`src/rtl/selq_pkg.sv`:
```
// Package for the shared/exclusive lock queue.
// Holds acknowledgment codes, controller states and the controller/datapath
// command and status structs. No dependencies.
package selq_pkg;

	// Holder count width and its saturation point
	localparam int unsigned HOLDER_BITS = 17;
	localparam logic [HOLDER_BITS-1:0] HOLDER_MAX = 17'h1FFFF;

	// Acknowledgment kinds carried on the result word
	typedef enum logic [1:0] {
		ACK_LOCK    = 2'd0,
		ACK_LOCKALL = 2'd1,
		ACK_UNLOCK  = 2'd2,
		ACK_REJECT  = 2'd3
	} ack_t;

	// Controller states
	typedef enum logic [2:0] {
		ST_IDLE,
		ST_EXEC,
		ST_READ,
		ST_CHECK,
		ST_FLUSH,
		ST_UNLK,
		ST_REJ
	} state_t;

	// Commands from controller to datapath
	typedef struct packed {
		logic cap_in;     // capture the accepted input word
		logic enqueue;    // write request at tail
		logic release_h;  // drop one holder, saturating at zero
		logic grant;      // take head into the pending slot
		logic push_pend;  // move pending result to the output register
		logic push_last;  // last flag for the pushed pending result
		logic emit_final; // load output with final_kind, last set
		ack_t final_kind;
	} cmd_t;

	// Status from datapath to controller
	typedef struct packed {
		logic is_unlock;
		logic full;
		logic grantable;
		logic pend_valid;
		logic out_free;
	} sts_t;

endpackage

```
`src/rtl/selq_ram.sv`:
```
// Generic single-write, single-read RAM with registered read data.
// No dependencies.
module selq_ram #(
	parameter int unsigned WIDTH = 18,
	parameter int unsigned DEPTH = 16
) (
	input  logic                     clk,
	input  logic                     we,
	input  logic [$clog2(DEPTH)-1:0] waddr,
	input  logic [WIDTH-1:0]         wdata,
	input  logic [$clog2(DEPTH)-1:0] raddr,
	output logic [WIDTH-1:0]         rdata
);

	logic [WIDTH-1:0] mem_q [DEPTH];
	logic [WIDTH-1:0] rdata_q;

	// Write port
	always_ff @(posedge clk) begin
		if (we) begin
			mem_q[waddr] <= wdata;
		end
	end

	// Registered read port
	always_ff @(posedge clk) begin
		rdata_q <= mem_q[raddr];
	end

	assign rdata = rdata_q;

endmodule

```
`src/rtl/selq_ctrl.sv`:
```
// Controller state machine for the lock queue.
// Depends on selq_pkg; drives cmd_t to the datapath and reads sts_t back.
module selq_ctrl
	import selq_pkg::*;
(
	input  logic clk,
	input  logic arst_n,
	input  logic in_valid,
	output logic in_stall,
	input  sts_t sts,
	output cmd_t cmd
);

	state_t state_q, state_d;

	// Hold state
	always_ff @(posedge clk or negedge arst_n) begin
		if (!arst_n) begin
			state_q <= ST_IDLE;
		end else begin
			state_q <= state_d;
		end
	end

	// Next state
	always_comb begin
		state_d = state_q;
		case (state_q)
			ST_IDLE: begin
				if (in_valid) state_d = ST_EXEC;
			end
			ST_EXEC: begin
				if (!sts.is_unlock && sts.full) state_d = ST_REJ;
				else state_d = ST_READ;
			end
			ST_READ: begin
				state_d = ST_CHECK;
			end
			ST_CHECK: begin
				if (sts.grantable) begin
					if (!sts.pend_valid || sts.out_free) state_d = ST_READ;
				end else if (sts.is_unlock) begin
					state_d = ST_UNLK;
				end else begin
					state_d = ST_FLUSH;
				end
			end
			ST_FLUSH: begin
				if (!sts.pend_valid || sts.out_free) state_d = ST_IDLE;
			end
			ST_UNLK: begin
				if (!sts.pend_valid && sts.out_free) state_d = ST_IDLE;
			end
			ST_REJ: begin
				if (sts.out_free) state_d = ST_IDLE;
			end
			default: state_d = ST_IDLE;
		endcase
	end

	// Outputs
	always_comb begin
		cmd = '0;
		cmd.final_kind = ACK_UNLOCK;
		in_stall = 1'b1;
		case (state_q)
			ST_IDLE: begin
				in_stall   = 1'b0;
				cmd.cap_in = in_valid;
			end
			ST_EXEC: begin
				if (sts.is_unlock) cmd.release_h = 1'b1;
				else if (!sts.full) cmd.enqueue = 1'b1;
			end
			ST_READ: begin
				cmd = '0;
				cmd.final_kind = ACK_UNLOCK;
			end
			ST_CHECK: begin
				if (sts.grantable && (!sts.pend_valid || sts.out_free)) begin
					cmd.grant     = 1'b1;
					cmd.push_pend = sts.pend_valid;
				end
			end
			ST_FLUSH: begin
				if (sts.pend_valid && sts.out_free) begin
					cmd.push_pend = 1'b1;
					cmd.push_last = 1'b1;
				end
			end
			ST_UNLK: begin
				if (sts.out_free) begin
					if (sts.pend_valid) cmd.push_pend = 1'b1;
					else cmd.emit_final = 1'b1;
				end
			end
			ST_REJ: begin
				cmd.final_kind = ACK_REJECT;
				cmd.emit_final = sts.out_free;
			end
			default: begin
				in_stall = 1'b1;
			end
		endcase
	end

endmodule

```
`src/rtl/selq_dp.sv`:
```
// Datapath for the lock queue: input capture, request RAM, pointers,
// holder state, pending result slot and output register.
// Depends on selq_pkg and selq_ram.
module selq_dp
	import selq_pkg::*;
#(
	parameter int unsigned QUEUE_DEPTH = 16,
	parameter int unsigned RANK_BITS   = 16
) (
	input  logic        clk,
	input  logic        arst_n,
	input  logic        operation,
	input  logic [15:0] src_rank,
	input  logic        lock_shared,
	input  logic        lock_all,
	output logic        out_valid,
	input  logic        out_stall,
	output logic [1:0]  ack_kind,
	output logic [15:0] dest_rank,
	output logic        last,
	input  cmd_t        cmd,
	output sts_t        sts
);

	localparam int unsigned PTR_W = $clog2(QUEUE_DEPTH);
	localparam int unsigned OCC_W = $clog2(QUEUE_DEPTH + 1);
	localparam int unsigned ENT_W = RANK_BITS + 2;

	// Captured input word
	logic                 unlock_q;
	logic [RANK_BITS-1:0] rank_q;
	logic                 shared_q;
	logic                 all_q;

	// Queue and holder state
	logic [PTR_W-1:0]       head_q, tail_q;
	logic [OCC_W-1:0]       occ_q;
	logic [HOLDER_BITS-1:0] cnt_q;
	logic                   hshared_q;

	// Pending result and output register
	logic                 pend_valid_q;
	ack_t                 pend_kind_q;
	logic [RANK_BITS-1:0] pend_rank_q;
	logic                 out_valid_q;
	ack_t                 out_kind_q;
	logic [15:0]          out_rank_q;
	logic                 out_last_q;

	logic [RANK_BITS+15:0] in_ext;
	logic [RANK_BITS+15:0] pend_ext;
	logic [RANK_BITS+15:0] fin_ext;
	logic [ENT_W-1:0]      rdata;
	logic                  out_free;
	logic                  head_shared;

	// Keep the low RANK_BITS bits of the incoming rank
	assign in_ext   = {{RANK_BITS{1'b0}}, src_rank};
	assign pend_ext = {16'b0, pend_rank_q};
	assign fin_ext  = {16'b0, rank_q};

	// Capture the input word
	always_ff @(posedge clk) begin
		if (cmd.cap_in) begin
			unlock_q <= operation;
			rank_q   <= in_ext[RANK_BITS-1:0];
			shared_q <= lock_shared;
			all_q    <= lock_all;
		end
	end

	// Request store, read at head
	selq_ram #(
		.WIDTH(ENT_W),
		.DEPTH(QUEUE_DEPTH)
	) u_ram (
		.clk  (clk),
		.we   (cmd.enqueue),
		.waddr(tail_q),
		.wdata({all_q, shared_q, rank_q}),
		.raddr(head_q),
		.rdata(rdata)
	);

	assign head_shared = rdata[RANK_BITS];

	// Advance pointers, occupancy and holder state
	always_ff @(posedge clk or negedge arst_n) begin
		if (!arst_n) begin
			head_q    <= '0;
			tail_q    <= '0;
			occ_q     <= '0;
			cnt_q     <= '0;
			hshared_q <= 1'b0;
		end else begin
			if (cmd.enqueue) begin
				tail_q <= (tail_q == PTR_W'(QUEUE_DEPTH - 1)) ? '0 : tail_q + 1'b1;
				occ_q  <= occ_q + 1'b1;
			end
			if (cmd.release_h && cnt_q != '0) begin
				cnt_q <= cnt_q - 1'b1;
			end
			if (cmd.grant) begin
				head_q    <= (head_q == PTR_W'(QUEUE_DEPTH - 1)) ? '0 : head_q + 1'b1;
				occ_q     <= occ_q - 1'b1;
				hshared_q <= head_shared;
				if (cnt_q != HOLDER_MAX) cnt_q <= cnt_q + 1'b1;
			end
		end
	end

	// Hold the latest grant until the next one or the end of the item
	always_ff @(posedge clk or negedge arst_n) begin
		if (!arst_n) begin
			pend_valid_q <= 1'b0;
		end else if (cmd.grant) begin
			pend_valid_q <= 1'b1;
		end else if (cmd.push_pend) begin
			pend_valid_q <= 1'b0;
		end
	end

	always_ff @(posedge clk) begin
		if (cmd.grant) begin
			pend_kind_q <= rdata[RANK_BITS+1] ? ACK_LOCKALL : ACK_LOCK;
			pend_rank_q <= rdata[RANK_BITS-1:0];
		end
	end

	// Output register: drop on take, load on push
	assign out_free = !out_valid_q || !out_stall;

	always_ff @(posedge clk or negedge arst_n) begin
		if (!arst_n) begin
			out_valid_q <= 1'b0;
		end else if (cmd.push_pend || cmd.emit_final) begin
			out_valid_q <= 1'b1;
		end else if (!out_stall) begin
			out_valid_q <= 1'b0;
		end
	end

	always_ff @(posedge clk) begin
		if (cmd.push_pend) begin
			out_kind_q <= pend_kind_q;
			out_rank_q <= pend_ext[15:0];
			out_last_q <= cmd.push_last;
		end else if (cmd.emit_final) begin
			out_kind_q <= cmd.final_kind;
			out_rank_q <= fin_ext[15:0];
			out_last_q <= 1'b1;
		end
	end

	assign out_valid = out_valid_q;
	assign ack_kind  = out_kind_q;
	assign dest_rank = out_rank_q;
	assign last      = out_last_q;

	// Status back to the controller
	assign sts.is_unlock  = unlock_q;
	assign sts.full       = (occ_q == OCC_W'(QUEUE_DEPTH));
	assign sts.grantable  = (occ_q != '0) && ((cnt_q == '0) || (hshared_q && head_shared));
	assign sts.pend_valid = pend_valid_q;
	assign sts.out_free   = out_free;

endmodule

```
`src/rtl/shared_exclusive_lock_queue.sv`:
```
// Lock: EXEC enqueues, READ and CHECK repeat per grant, FLUSH pushes the last grant
// with last set; a full queue is rejected in REJ. Unlock: EXEC releases a holder,
// grants likewise, UNLK pushes the last grant then the ack; output stalls make it wait.
// One item is in work at a time; a finished result may wait in the output
// register while the next word is accepted.
// Reset clears pointers, counts and the controller; the queue RAM is not cleared.
module shared_exclusive_lock_queue
	import selq_pkg::*;
#(
	parameter int unsigned QUEUE_DEPTH = 16,
	parameter int unsigned RANK_BITS   = 16
) (
	input  logic        clk,
	input  logic        arst_n,
	input  logic        in_valid,
	output logic        in_stall,
	input  logic        operation,
	input  logic [15:0] src_rank,
	input  logic        lock_shared,
	input  logic        lock_all,
	output logic        out_valid,
	input  logic        out_stall,
	output logic [1:0]  ack_kind,
	output logic [15:0] dest_rank,
	output logic        last
);

	cmd_t cmd;
	sts_t sts;

	// Sequence each word
	selq_ctrl u_ctrl (
		.clk     (clk),
		.arst_n  (arst_n),
		.in_valid(in_valid),
		.in_stall(in_stall),
		.sts     (sts),
		.cmd     (cmd)
	);

	// Queue, holders and result registers
	selq_dp #(
		.QUEUE_DEPTH(QUEUE_DEPTH),
		.RANK_BITS  (RANK_BITS)
	) u_dp (
		.clk        (clk),
		.arst_n     (arst_n),
		.operation  (operation),
		.src_rank   (src_rank),
		.lock_shared(lock_shared),
		.lock_all   (lock_all),
		.out_valid  (out_valid),
		.out_stall  (out_stall),
		.ack_kind   (ack_kind),
		.dest_rank  (dest_rank),
		.last       (last),
		.cmd        (cmd),
		.sts        (sts)
	);

endmodule

```
`config.mk`:
```
export PLATFORM = sky130hd
export DESIGN_NAME = shared_exclusive_lock_queue
export DESIGN_NICKNAME = d
export VERILOG_FILES = /design/src/rtl/selq_pkg.sv /design/src/rtl/selq_ram.sv /design/src/rtl/selq_ctrl.sv /design/src/rtl/selq_dp.sv /design/src/rtl/shared_exclusive_lock_queue.sv
export SDC_FILE = /design/constraint.sdc
export NUM_CORES = 1
export LEC_CHECK = 0
export ABC_AREA = 1
export BUFFER_PORTS_ARGS = -buffer_cell sky130_fd_sc_hd__buf_2
export CAP_MARGIN = 20
export CORE_ASPECT_RATIO = 0.5
export CORE_MARGIN = 2
export CORE_UTILIZATION = 56
export DETAILED_ROUTE_END_ITERATION = 16
export PLACE_DENSITY_LB_ADDON = 0.12
export REMOVE_ABC_BUFFERS = 1
export SYNTH_ARGS = -nofsm -noshare
export SYNTH_HDL_FRONTEND = slang
export SYNTH_SLANG_ARGS = --single-unit
```
`constraint.sdc`:
```
create_clock -name clk -period 2.8 [get_ports clk]
set_input_delay 0.28 -clock clk [delete_from_list [all_inputs] [get_ports clk]]
set_output_delay 0.28 -clock clk [all_outputs]
set_load 0.03 [all_outputs]
```
Word-level counts from Yosys, hierarchy flattened
Memory sizes are Yosys's and may differ from the RTL's. A register that Yosys moved wholly into a read port is not among the register bits. Index checks and enable logic that the tools add are counted.

Logic and storage cells: 109. Memories: 1. Output and inout port bits: 21. RAM bits: 288. Flip-flop bits (word level): 92.

Mux-type cells: 46. Add/subtract/negate cells: 6. Equal/unequal tests: 16. Reduce and logical (&&, ||, !) cells: 23.

Memory list: u_dp.u_ram.mem_q (depth 16, width 18, rd ports 1, clocked after Yosys merged registers in 1, write ports 1, line selq_ram.sv:15) `logic [WIDTH-1:0] mem_q [DEPTH];`.

Operator list (number): 17-bit 2-to-1 mux (3); 16-bit 2-to-1 mux (2); 1-bit 2-to-1 mux (22); 3-bit 2-to-1 mux (7); 3-bit case mux with 7 select lines (1); 17-bit by 1-bit adder with 17-bit output (second input constant) (1); 17-bit logical NOT (1); 17-bit != test (second input constant) (1); 17-bit nonzero test (1); 17-bit by 1-bit subtractor with 17-bit output (second input constant) (1); 2-bit 2-to-1 mux (5); 5-bit 2-to-1 mux (2); 3-bit equality test (second input constant) (3); 4-bit by 1-bit adder with 4-bit output (second input constant) (2); 4-bit equality test (second input constant) (2); 4-bit 2-to-1 mux (2); 2-bit by 1-bit != test with 1-bit output (second input constant) (4); 1-bit logical AND (7); 3-bit by 2-bit equality test with 1-bit output (second input constant) (2); 2-bit nonzero test (3); 5-bit by 1-bit adder with 5-bit output (second input constant) (1); 5-bit equality test (second input constant) (1); 5-bit AND reduction (1); 5-bit nonzero test (1); other kinds (9) (15).

Logic depth before layout (Yosys ltp)
Word-level depth: 8. Mapped depth: 21. Depth with buffers taken out: 20.

Cells and area by module
Synthesis repeated with hierarchy kept, for this count alone.

Cells, all modules: 1701. Area, all modules: 17319.1 um^2.

By module, submodules not included: selq_ram (times used 1, cells each 1203, area each 12762.2 um^2); selq_dp (times used 1, cells each 439, area each 4227.8 um^2); selq_ctrl (times used 1, cells each 59, area each 329.1 um^2).

Worst setup path before layout
No wires, ideal clock.

Path kind: register -> register. Start: register u_dp.cnt_q[0]. End: register u_dp.out_kind_q[0] (netlist: u_dp.ack_kind[0]), enable pin. Arrival: 2.340 ns. Slack: 0.058 ns. Buffers on the path: 0. Stages on the path, launching flop included: 13. Cell sequence: dfrtp_1 > inv_1 > ha_1 > inv_1 > nor2_1 > nand2_1 > nor2_4 > nand2_4 > a21oi_4 > nand2_2 > nand2_2 > a211oi_1 > a21oi_1.

Word-level cells in the longest chain between the ends: 7.

Ends and longest elaborated chain: from (decl) (line selq_dp.sv:38) `logic [HOLDER_BITS-1:0] cnt_q;`; from (signal assigned) (line selq_dp.sv:101) `cnt_q <= cnt_q - 1'b1;`; from (signal assigned) (line selq_dp.sv:107) `if (cnt_q != HOLDER_MAX) cnt_q <= cnt_q + 1'b1;`; 17-bit logical NOT (line selq_dp.sv:163) `assign sts.grantable = (occ_q != '0) && ((cnt_q == '0) || (hshared_q && head_shared));`; 1-bit logical OR (line selq_dp.sv:163); 1-bit logical AND (line selq_dp.sv:163); 1-bit logical AND (line selq_ctrl.sv:80) `if (sts.grantable && (!sts.pend_valid || sts.out_free)) begin`; 2-bit 2-to-1 mux (line selq_ctrl.sv:80); 1-bit case mux with 3 select lines (line selq_ctrl.sv:66) `case (state_q)`; 2-bit nonzero test (no line); to (signal assigned) (line selq_dp.sv:145) `out_kind_q <= pend_kind_q;`; to (signal assigned) (line selq_dp.sv:149) `out_kind_q <= cmd.final_kind;`; to (decl) (line selq_dp.sv:46) `ack_t out_kind_q;`.

Every way passes these cells. A chain may end at the register's enable or synchronous reset.

Final worst setup path
Start: register u_dp.cnt_q[0]. End: register u_dp.occ_q[4].

Word-level cells in the longest chain between the ends: 7. Elaborated cells on any way between the ends: 8.

Ends and longest elaborated chain: 17-bit logical NOT (*) (line selq_dp.sv:163); 1-bit logical OR (*) (line selq_dp.sv:163); 1-bit logical AND (*) (line selq_dp.sv:163); 1-bit logical AND (*) (line selq_ctrl.sv:80); 2-bit 2-to-1 mux (*) (line selq_ctrl.sv:80); 1-bit 2-to-1 mux (*) (line selq_ctrl.sv:66); 5-bit 2-to-1 mux / 2-bit nonzero test (equally long branches); to (signal assigned) (line selq_dp.sv:98) `occ_q <= occ_q + 1'b1;`; to (signal assigned) (line selq_dp.sv:105) `occ_q <= occ_q - 1'b1;`; to (decl) (line selq_dp.sv:37) `logic [OCC_W-1:0] occ_q;`.

Every way passes the cells marked *; elsewhere a longest branch is shown, timed or not.

==> flow_metrics.tcl <==
set metrics [dict create \
    status "finished clean" \
    startpoint_type "flop" \
    synthSimpleGateAreaFrac_pct 12.68 \
    path_class "reg -> reg" \
    fin_crit_ps 2525 \
    worst_hold_path_type "in -> reg" \
    p_clk_share_pct 35.0 \
    whs_endpoint "u_dp.out_valid" \
    reg2reg_slack_ps 270 \
    p_int_w 0.01017 \
    cp_slowest_cell "dfrtp_1" \
    clkSinkCount 397 \
    hold_depth 3 \
    synth_top_family_by_area "simple AND/OR/NAND/NOR gates" \
    cts_made_buffers 35 \
    clock_latency_ps 540 \
    wirelength_um 37110 \
    clockRootBuffer "clkbuf_16" \
    cts_max_path_buffers 3 \
    crit_top_cell "nand2_1" \
    p_sw_w 0.003574 \
    p_seq_share_pct 54.5 \
    drive_above_1_share_pct 13.72 \
    synth_compound_area_share_pct 8.888 \
    fp.dieW_um 240.6 \
    wire_per_inst_um 21.35 \
    track_usage_pct 25.85 \
    finalSetupTns_ps 0 \
    sw_frac_of_total_pct 26.00 \
    syn_area_um2 15670 \
    ys_warn_count 0 \
    endpoint_kind "flop" \
    drcViolationCount 0 \
    cts_setup_buffers 0 \
    final-max-slew-violation-count 0 \
    p_leak_nw 6.279 \
    ant_nets 0 \
    core_area_um2 27600 \
    synth-adder-area-share_pct 0.8784 \
    path_clk_slew_ps 70 \
    yosys.area.top_type "edfxtp_1" \
    hold_viol_final 0 \
    netlist_top_cells_area "edfxtp_1 (66%), dfrtp_1 (5.7%), nand2_1 (5.7%)" \
    synth_cells 1240 \
    area_growth_pct 14.65 \
    io_pins 44 \
    io_buffers 43 \
    place_congestion 0.8354 \
    hpwl_um 21400 \
    setup_ws_ps 274.8 \
    r2r-start "u_dp.cnt_q[0]" \
    fin_crit_sh_pct 90.19 \
    dp_slack_ps 226.9 \
    first_iter_violations 1250 \
    num_antenna_cells 0 \
    ir_worst_vdd_mv 0.4025 \
    layout.nets 1364 \
    rr_endpoint "u_dp.occ_q[4]" \
    p_per_area_nw_per_um2 765.2 \
    synth_xor_area_share_pct 1.174 \
    critPathMaxStageDelay_ps 420 \
    hp-start "out_stall" \
    ys_seq_area_share_pct 73.78 \
    synthDistinctLibCells 41 \
    floorplan.die_area_um2 29420 \
    fp.dieH_um 122.3 \
    ys_ff_latch 397 \
    antenna_found_initial 0 \
    overflow 0 \
    fp-row-count 43 \
    vias 10220 \
    max_cap_violations 0 \
    avgSynthCellArea_um2 12.64 \
    grt_pass1_wl_um 55840 \
    initial_core_util_pct 56.77 \
    tightest_slew_ps 916.0 \
    finClkSkew_ps 28.45 \
    grt_max_degree 114 \
    htreeDepth 2 \
    combPwrFrac_pct 10.6 \
    cp_cell_sequence "inv_1 -> ha_1 -> inv_1 -> nor2_1 -> nand2_1 -> nor2_4 -> nand2_4 -> nand2_1 -> nand4_4 -> buf_4 -> nand2_1 -> inv_1 -> nor2_2 -> ha_1 -> inv_1 -> nand2_1 -> nand3_1 -> nand3_1 -> nand2_1 -> nand2_1 -> nand2_1" \
    maxSlewHeadroom_pct 38.86 \
    crit_arrival_ps 2940 \
    critPathMaxFanout 7 \
    grt_pass1_vias 9485 \
    r2r_cells 21 \
    cp_num_buf_inv 5 \
    total_power_w 0.01375 \
    holdWs_ps 143.0 \
    rsz0062_at_grt "false" \
    crit_family "simple AND/OR/NAND/NOR gates" \
    routed_via_density 5.880 \
    synth_mux_area_share_pct 0 \
    finalSetupViolCount 0 \
    dr.pass1.iters 5 \
    synth_top_area_share_pct 65.74 \
    fmax_mhz 396.0 \
    cp.required_ps 3220 \
    cts_tree "yes" \
]
==> metal layers <==
layer  wire length (um)  global-route usage (%)  up-vias  part of all wire, %
met2              16460                   38.81      463                   44
met5                  0                       0        -                    0
met3               3537                   4.566       62                  9.5
met4                797                   6.832        0                  2.1
met1              16310                   39.40     5031                   44
li1                   -                       -     4664                    -
==> registers in the layout, summed over array words and instances, names as in the netlist <==
| register | count |
|---|---|
| u_dp.all_q | 1 |
| u_dp.head_q | 4 |
| u_dp.out_valid | 1 |
| u_dp.u_ram.mem_q | 288 |
| u_dp.unlock_q | 1 |
| u_dp.cnt_q | 17 |
| u_dp.ack_kind | 2 |
| u_dp.pend_valid_q | 1 |
| u_dp.pend_rank_q | 16 |
| u_dp.u_ram.rdata | 18 |
| u_dp.rank_q | 16 |
| u_dp.shared_q | 1 |
| u_dp.last | 1 |
| u_dp.hshared_q | 1 |
| u_ctrl.state_q | 3 |
| u_dp.occ_q | 5 |
| u_dp.tail_q | 4 |
| u_dp.pend_kind_q | 1 |
| u_dp.dest_rank | 16 |
==> per-stage QoR <==
stage | util [%] | cell area [um^2] | std cells
global placement | 60.21 | 16620 | 1655
CTS | 65.03 | 17950 | 1738
detailed placement | 60.21 | 16620 | 1655
finish | 65.09 | 17960 | 1738
global route | 65.09 | 17960 | 1738
floorplan | - | 15430 | 1183
==> power by group through the flow <==
stage | registers (W) | logic [W] | clock network, W
2_1_floorplan | 0.00757 | 0.000832 | 0
4_1_cts | 0.00748 | 0.00146 | 0.00488
6_report | 0.00749 | 0.00145 | 0.00480
3_5_place_dp | 0.00760 | 0.00143 | 0
3_3_place_gp | 0.00758 | 0.00139 | 0
5_1_grt | 0.00754 | 0.00161 | 0.00511
==> synth_stat cells <==
cell type  count
nand4_1       19
nor4_1         5
o221ai_1      14
a31oi_1        2
a221oi_1      21
buf_4          1
clkbuf_1      51
nand3_4        1
edfxtp_1     343
buf_2          3
and2_1         1
xnor2_1        7
nand3_1       51
nand2_4        1
dfxtp_1       18
nor2_4         1
or2_4          1
nand2_1      237
nor3_1         8
o21ai_0      115
inv_2          1
a21oi_4        1
nand2_2        5
nor3b_1        1
nor2_1       130
ha_1          11
a211oi_1       2
o31ai_1        1
o22ai_1       24
xor2_1        14
inv_6          1
buf_6          2
a21oi_1       55
nor3_2         2
a22oi_1        2
inv_1         42
o21ai_1        2
nand4_2        1
a41oi_1        1
dfrtp_1       36
nor2_2         6
==> how the worst max path moves through the flow <==
stage,end,cells past startpoint,slack [ps],startpoint
2_1_floorplan,u_dp.u_ram.rdata[16],5,-2840,u_dp.head_q[0]
3_3_place_gp,u_dp.occ_q[4],21,360,u_dp.cnt_q[0]
3_5_place_dp,u_dp.occ_q[4],21,230,u_dp.cnt_q[0]
4_1_cts,u_dp.occ_q[4],21,220,u_dp.cnt_q[0]
5_1_grt,u_dp.occ_q[4],21,30,u_dp.cnt_q[0]
6_report,u_dp.occ_q[4],21,270,u_dp.cnt_q[0]
==> cell families after synthesis <==
family,count (synthesis)
simple gates,470
flops,397
compound gates,240
buf+inv,101
xor+xnor,21
fa+ha+maj,11
==> repair_timing <==
item | in CTS | in global routing
endpoints found under the hold margin | 55 | 0
hold buffers | 20 | 0
gates resized for setup | 0 | 3
endpoints found under the setup margin | 0 | 6
==> worst reg2reg max path: stages, from the launching register on <==
cell     delay, ps
dfrtp_1        420
inv_1          110
ha_1           150
inv_1           40
nor2_1          70
nand2_1         80
nor2_4         110
nand2_4         80
nand2_1        100
nand4_4        150
buf_4          220
nand2_1         80
inv_1           50
nor2_2         110
ha_1           190
inv_1           50
nand2_1         90
nand3_1         90
nand3_1         80
nand2_1         60
nand2_1         50
nand2_1         50
==> cell usage in the layout (no fill, tap or decap), types with 20 or more instances in the layout <==
master	instances
inv_1	40
nand3_1	51
dfrtp_1	35
nand2_1	237
clkbuf_16	35
nor2_1	113
o22ai_1	24
a21oi_1	54
buf_4	40
o21ai_0	115
buf_2	43
dlygate4sd3_1	20
edfxtp_1	343
a221oi_1	21
nor2_2	23
==> cell type report <==
type	instances	area, um^2
Sequential cell	397	11560
Fill cell	2012	9635
Multi-Input combinational cell	742	3762
Clock buffer	40	894.6
Timing Repair Buffer	110	855.8
Tap cell	382	478.0
Clock inverter	23	236.5
Inverter	44	172.7
(Power assumes the default switching activity.)
